File: src/rtl/bmpt_ram.sv
module bmpt_ram #(
  parameter int WIDTH = 8,
  parameter int DEPTH = 256
) (
  input  logic                     clk_i,
  input  logic                     we_i,
  input  logic [$clog2(DEPTH)-1:0] addr_i,
  input  logic [WIDTH-1:0]         wdata_i,
  output logic [WIDTH-1:0]         rdata_o
);

  logic [WIDTH-1:0] mem_q [DEPTH];
  logic [WIDTH-1:0] rdata_q;

  always_ff @(posedge clk_i) begin
    if (we_i) begin
      mem_q[addr_i] <= wdata_i;
    end
    rdata_q <= mem_q[addr_i];
  end

  assign rdata_o = rdata_q;

endmodule

File: config.mk
export PLATFORM = sky130hd
export DESIGN_NAME = bmpt_ram
export DESIGN_NICKNAME = d
export VERILOG_FILES = /design/src/rtl/bmpt_ram.sv
export SDC_FILE = /design/constraint.sdc
export NUM_CORES = 2
export LEC_CHECK = 0
export ABC_CLOCK_PERIOD_IN_PS = 2320
export BUFFER_PORTS_ARGS = -buffer_cell sky130_fd_sc_hd__buf_4
export CAP_MARGIN = 40
export CORE_MARGIN = 5
export CORE_UTILIZATION = 45
export CTS_CLUSTER_DIAMETER = 150
export DETAILED_ROUTE_END_ITERATION = 10
export PLACE_DENSITY = 0.64
export SYNTH_ARGS = -nofsm -noshare
export SYNTH_HDL_FRONTEND = slang
export SYNTH_SLANG_ARGS = --single-unit
File: constraint.sdc
create_clock -name clk_i -period 2.32 [get_ports clk_i]
set_input_delay 0.116 -clock clk_i [delete_from_list [all_inputs] [get_ports clk_i]]
set_output_delay 0.116 -clock clk_i [all_outputs]
set_load 0.01 [all_outputs]
# == Word level (Yosys, flattened, before mapping) ==
# Memory sizes are Yosys's and may differ from the RTL's. A register that Yosys moved wholly into a read port is not among the register bits.
# Index checks and enable logic that the tools add are counted.
# totals
mem_count,1
reg_bits,0
input_bits,18
output_inout_bits,8
ramBits,2048
# memory_table
name,words,width,rd,rd_ports_with_merged_regs,write_ports,line,rtl
mem_q,256,8,1,1,1,12,logic [WIDTH-1:0] mem_q [DEPTH];
# op_classes
muxes,2
# ops
op,n
2-to-1 mux 1 bit,2

# == Logic depth before layout (Yosys ltp) ==
# logic_depth
depth_word,2
depth_mapped,10
ltp_nobuf,5

# == Worst setup path after synthesis ==
# No wires, ideal clock.
# synth_path
kind,input port to flip-flop
start,in addr_i[1]
end,mem mem_q[111][0] (enable)
path_buffers,5
arrival_ns,1.965
path_slack_ns,-0.015
cell_stages,9
setup_ns,0.370
path_cell_list,buf_2 -> clkbuf_1 -> clkbuf_1 -> nand2_1 -> buf_2 -> nor2_1 -> nand2_1 -> clkbuf_1 -> nor2_1
# synth_lines
item,line,rtl
"start, declared",7,"input logic [$clog2(DEPTH)-1:0] addr_i,"
"end, declared",12,
# No word-level cell before the write port.

==> summary.txt <==
Worst hold path
  – Hold_sp: addr_i[6]
  – Hold Crit Endpoint: rdata_o[4]
  – Min-delay worst type: input port to flop
  – Hold Path Depth: 6

Setup path
  – R2R Path Start: mem_q[235][5]
  – CP dominant cell by count: buf_4
  – Slowest CP cell: o41ai_2
  – Worst path max stage delay: about 0.51 ns
  – Worst reg-to-reg path cell count: 7
  – Worst R2R End: rdata_o[5]
  – Worst endpoint data arrival time: ~3 ns
  – Crit end category: flop
  – CP max FO: 1
  – CP Data Required Time: between 3 and 4 ns
  – Worst path bufs/invs: 2
  – Worst setup SP type: flop
  – Worst path top cell family by delay: compound AO/OA/AOI/OAI gates
  – Critical path class: flop to flop
  – Worst path cell trace: mux4_2 -> a22oi_1 -> buf_4 -> a21oi_1 -> o41ai_2 -> buf_4 -> nand4_1
  – Reg2Reg Setup Slack: approximately 0.041 ns

Logic synthesis
  – Mean area per synthesized cell: 22.1 sq um
  – Post-synth EDFFs: 2,048
  – Most frequent cells after synthesis: edfxtp_1, mux4_2, a22oi_1
  – Count leader, synth: edfxtp_1
  – Cell variety after synth: 22
  – Syn Nets: between 3,000 and 4,000
  – Top-area cell type share of the netlist area: about 80%
  – Top_reg_cell synth: edfxtp_1
  – Synth Instances: between 3,000 and 4,000
  – Synthesis-stage register bit count: slightly above 2,000
  – Sequential-to-total area share from yosys stat: approximately 79%
  – Netlist area before placement: 0.0785 sq mm
  – Ranking of synthesized cells by area: edfxtp_1, mux4_2, a22oi_1, nor2_1, a21oi_1
  – Post-synth top area cell: edfxtp_1
  – Async SR Flop Fraction: 0%
  – Warnings from Yosys: 0

Power and ir drop
  – P_leak: ~29 nW
  – Max VDD drop: 0.711 mV
  – Design Power: approximately 77 mW
  – Power Dens Cells: 826 mW/mm^2

Route
  – WL/cell: a little under 30 um
  – First-pass DRT Iterations: 5
  – DRT Wirelength: 193,000 um
  – ANT nets after route: 0
  – DRT iter0 DRCs: 4,728
  – DRC: 0
  – Vias after detailed routing: ~40,000
  – Vias per cell: approximately 5.9

STA
  – Final-report setup violation count: 0
  – Max-slew violation count: 0
  – Crit share post-route: between 90% and 100%
  – Fin Setup TNS: 0 ns
  – Least-Margin Pin Slew: approximately 0.90 ns
  – Final worst path period need: ~2.3 ns
  – Rel. slew slack: between 30% and 40%
  – Skew final: between 0.04 and 0.05 ns
  – RSZ-0062 raised after global routing: no
  – Fmax: 439 MHz
  – Hold Vio Cnt, Final: 0

GRT
  – Gr ovfl total: 0
  – Initial antenna violation count: 2
  – First-pass GRT wire length: between 200,000 and 300,000 um
  – Pin count of the biggest net entering global routing: ~100
  – GRT Total Usage: approximately a fifth
  – Number of global-route vias before repair: between 40,000 and 50,000

Cells and area
  – Design area: around 0.093 sq mm
  – Final nets: roughly 4,200
  – Layout cells sized above 1: approximately a third
  – Syn-to-layout area delta: 18.4%

Status
  – Status: complete, no violations

Floorplanning
  – Core area: around 0.17 sq mm
  – Starting Density: 45.2%
  – Number of core rows: between 150 and 200
  – DIE AREA: 0.183 sq mm
  – Die H: between 400 and 500 um
  – Die width: 428 um
  – Io pins: 26

CTS
  – CTS tree: done
  – Longest Clk Path Bufs: 3
  – Root buf cell: clkbuf_16
  – Clk slew on worst S/H paths: around 0.060 ns
  – CTS sink cnt: a little over 2,000
  – Cts bufs inserted: 201
  – Worst-Skew Late Latency: slightly above 0.8 ns
  – H-tree Lvls: 4

Placement
  – IO buf count: 25
  – Hpwl dp: about 120,000 um
  – Gpl congestion: approximately 0.85
  – Placed cell area: between 0.08 and 0.09 sq mm

Run
  – Max-Cap Viols: 0
==> worst max path at each step <==
stage                        from             to  slack, ns  cells after the start
CTS                   mem_q[8][6]     rdata_o[6]      0.002                      6
floorplan               addr_i[1]  mem_q[111][0]      -0.01                      9
global placement        addr_i[0]     rdata_o[5]      -1.13                      9
detailed placement      addr_i[0]     rdata_o[5]      -0.86                     10
finish              mem_q[235][5]     rdata_o[5]       0.04                      7
global route         mem_q[26][2]     rdata_o[2]      0.003                      7
==> cell usage in the layout, fill, tap and decap left out, drive strengths merged <==
cell type / netlist / final
and2: 3 / 3
nor3: 30 / 30
nand2: 28 / 28
o41ai: 32 / 32
diode: 0 / 1
a21oi: 128 / 128
clkinvlp: 0 / 6
mux4: 512 / 512
nor2: 232 / 232
a22oi: 256 / 256
dlygate4sd3: 0 / 8
nand2b: 6 / 6
bufinv: 0 / 17
or2: 2 / 2
nor2b: 7 / 7
or3: 1 / 1
buf: 87 / 639
edfxtp: 2048 / 2048
nand4: 8 / 8
dfxtp: 8 / 8
nand3: 13 / 13
inv: 1 / 12
clkinv: 0 / 79
clkbuf: 145 / 256
==> registers in the layout, indices dropped and copies added (netlist names) <==
register  count
mem_q      2048
rdata_o       8
==> report_power, final <==
part	switching, mW	leakage [nW]	internal, mW	total [mW]
clock network	13.7	3.10	18.0	31.7
registers	0.0778	18.5	40.9	41.0
logic	2.38	7.91	1.63	4.01
total	16.1	29.5	60.6	76.7
==> logic make-up after synthesis <==
logic type             Yosys count  synth area share [%]
DFF                           2056                  78.6
AOI/OAI and AO/OA              416                  3.62
buffers and inverters          233                  1.40
muxes                          512                  14.7
and+or+nand+nor                330                  1.73
==> worst register-to-register path, delay by kind of cell (launching register included) <==
family	cells	cell delay, ns
muxes	1	0.48
DFF	1	0.36
and+or+nand+nor	1	0.08
AOI/OAI and AO/OA	3	0.89
buffers and inverters	2	0.36
==> per-layer routing <==
layer	part of all wire (%)	vias up	track usage (%)
li1	-	16300	-
met1	40	20900	30.1
met2	49	1723	34.4
met3	8.6	279	4.49
met4	2.5	2	5.55
met5	0.0067	-	0
==> through the flow <==
stage | utilization [%] | hold WS [ns] | setup WS, ns | std cells
6_report | 53.5 | 0.0913 | 0.0408 | 6657
2_1_floorplan | - | 0.215 | -0.0147 | 3547
3_3_place_gp | 49.6 | 0.536 | -1.13 | 6274
3_5_place_dp | 49.7 | 0.538 | -0.857 | 6279
4_1_cts | 53.5 | 0.0396 | 0.00210 | 6656
5_1_grt | 53.5 | 0.0769 | 0.00344 | 6656
==> repair_timing <==
action,in CTS,in global routing
endpoints found under the hold margin,888,0
pin swaps,1,4
hold buffers,8,0
setup endpoints to repair,8,8
setup buffers,0,0
gates resized for setup,19,14
==> layout make-up <==
class	count	area, sq um
timing repair buffer	647	5980
antenna	1	2.50
inverter	1	3.75
clock inverter	113	1110
tap	2325	2910
fill	13200	80700
clock buffer	256	5280
sequential	2056	61700
multi-input combinational	1258	16000
Note: power is estimated with default switching activity, not from simulation.
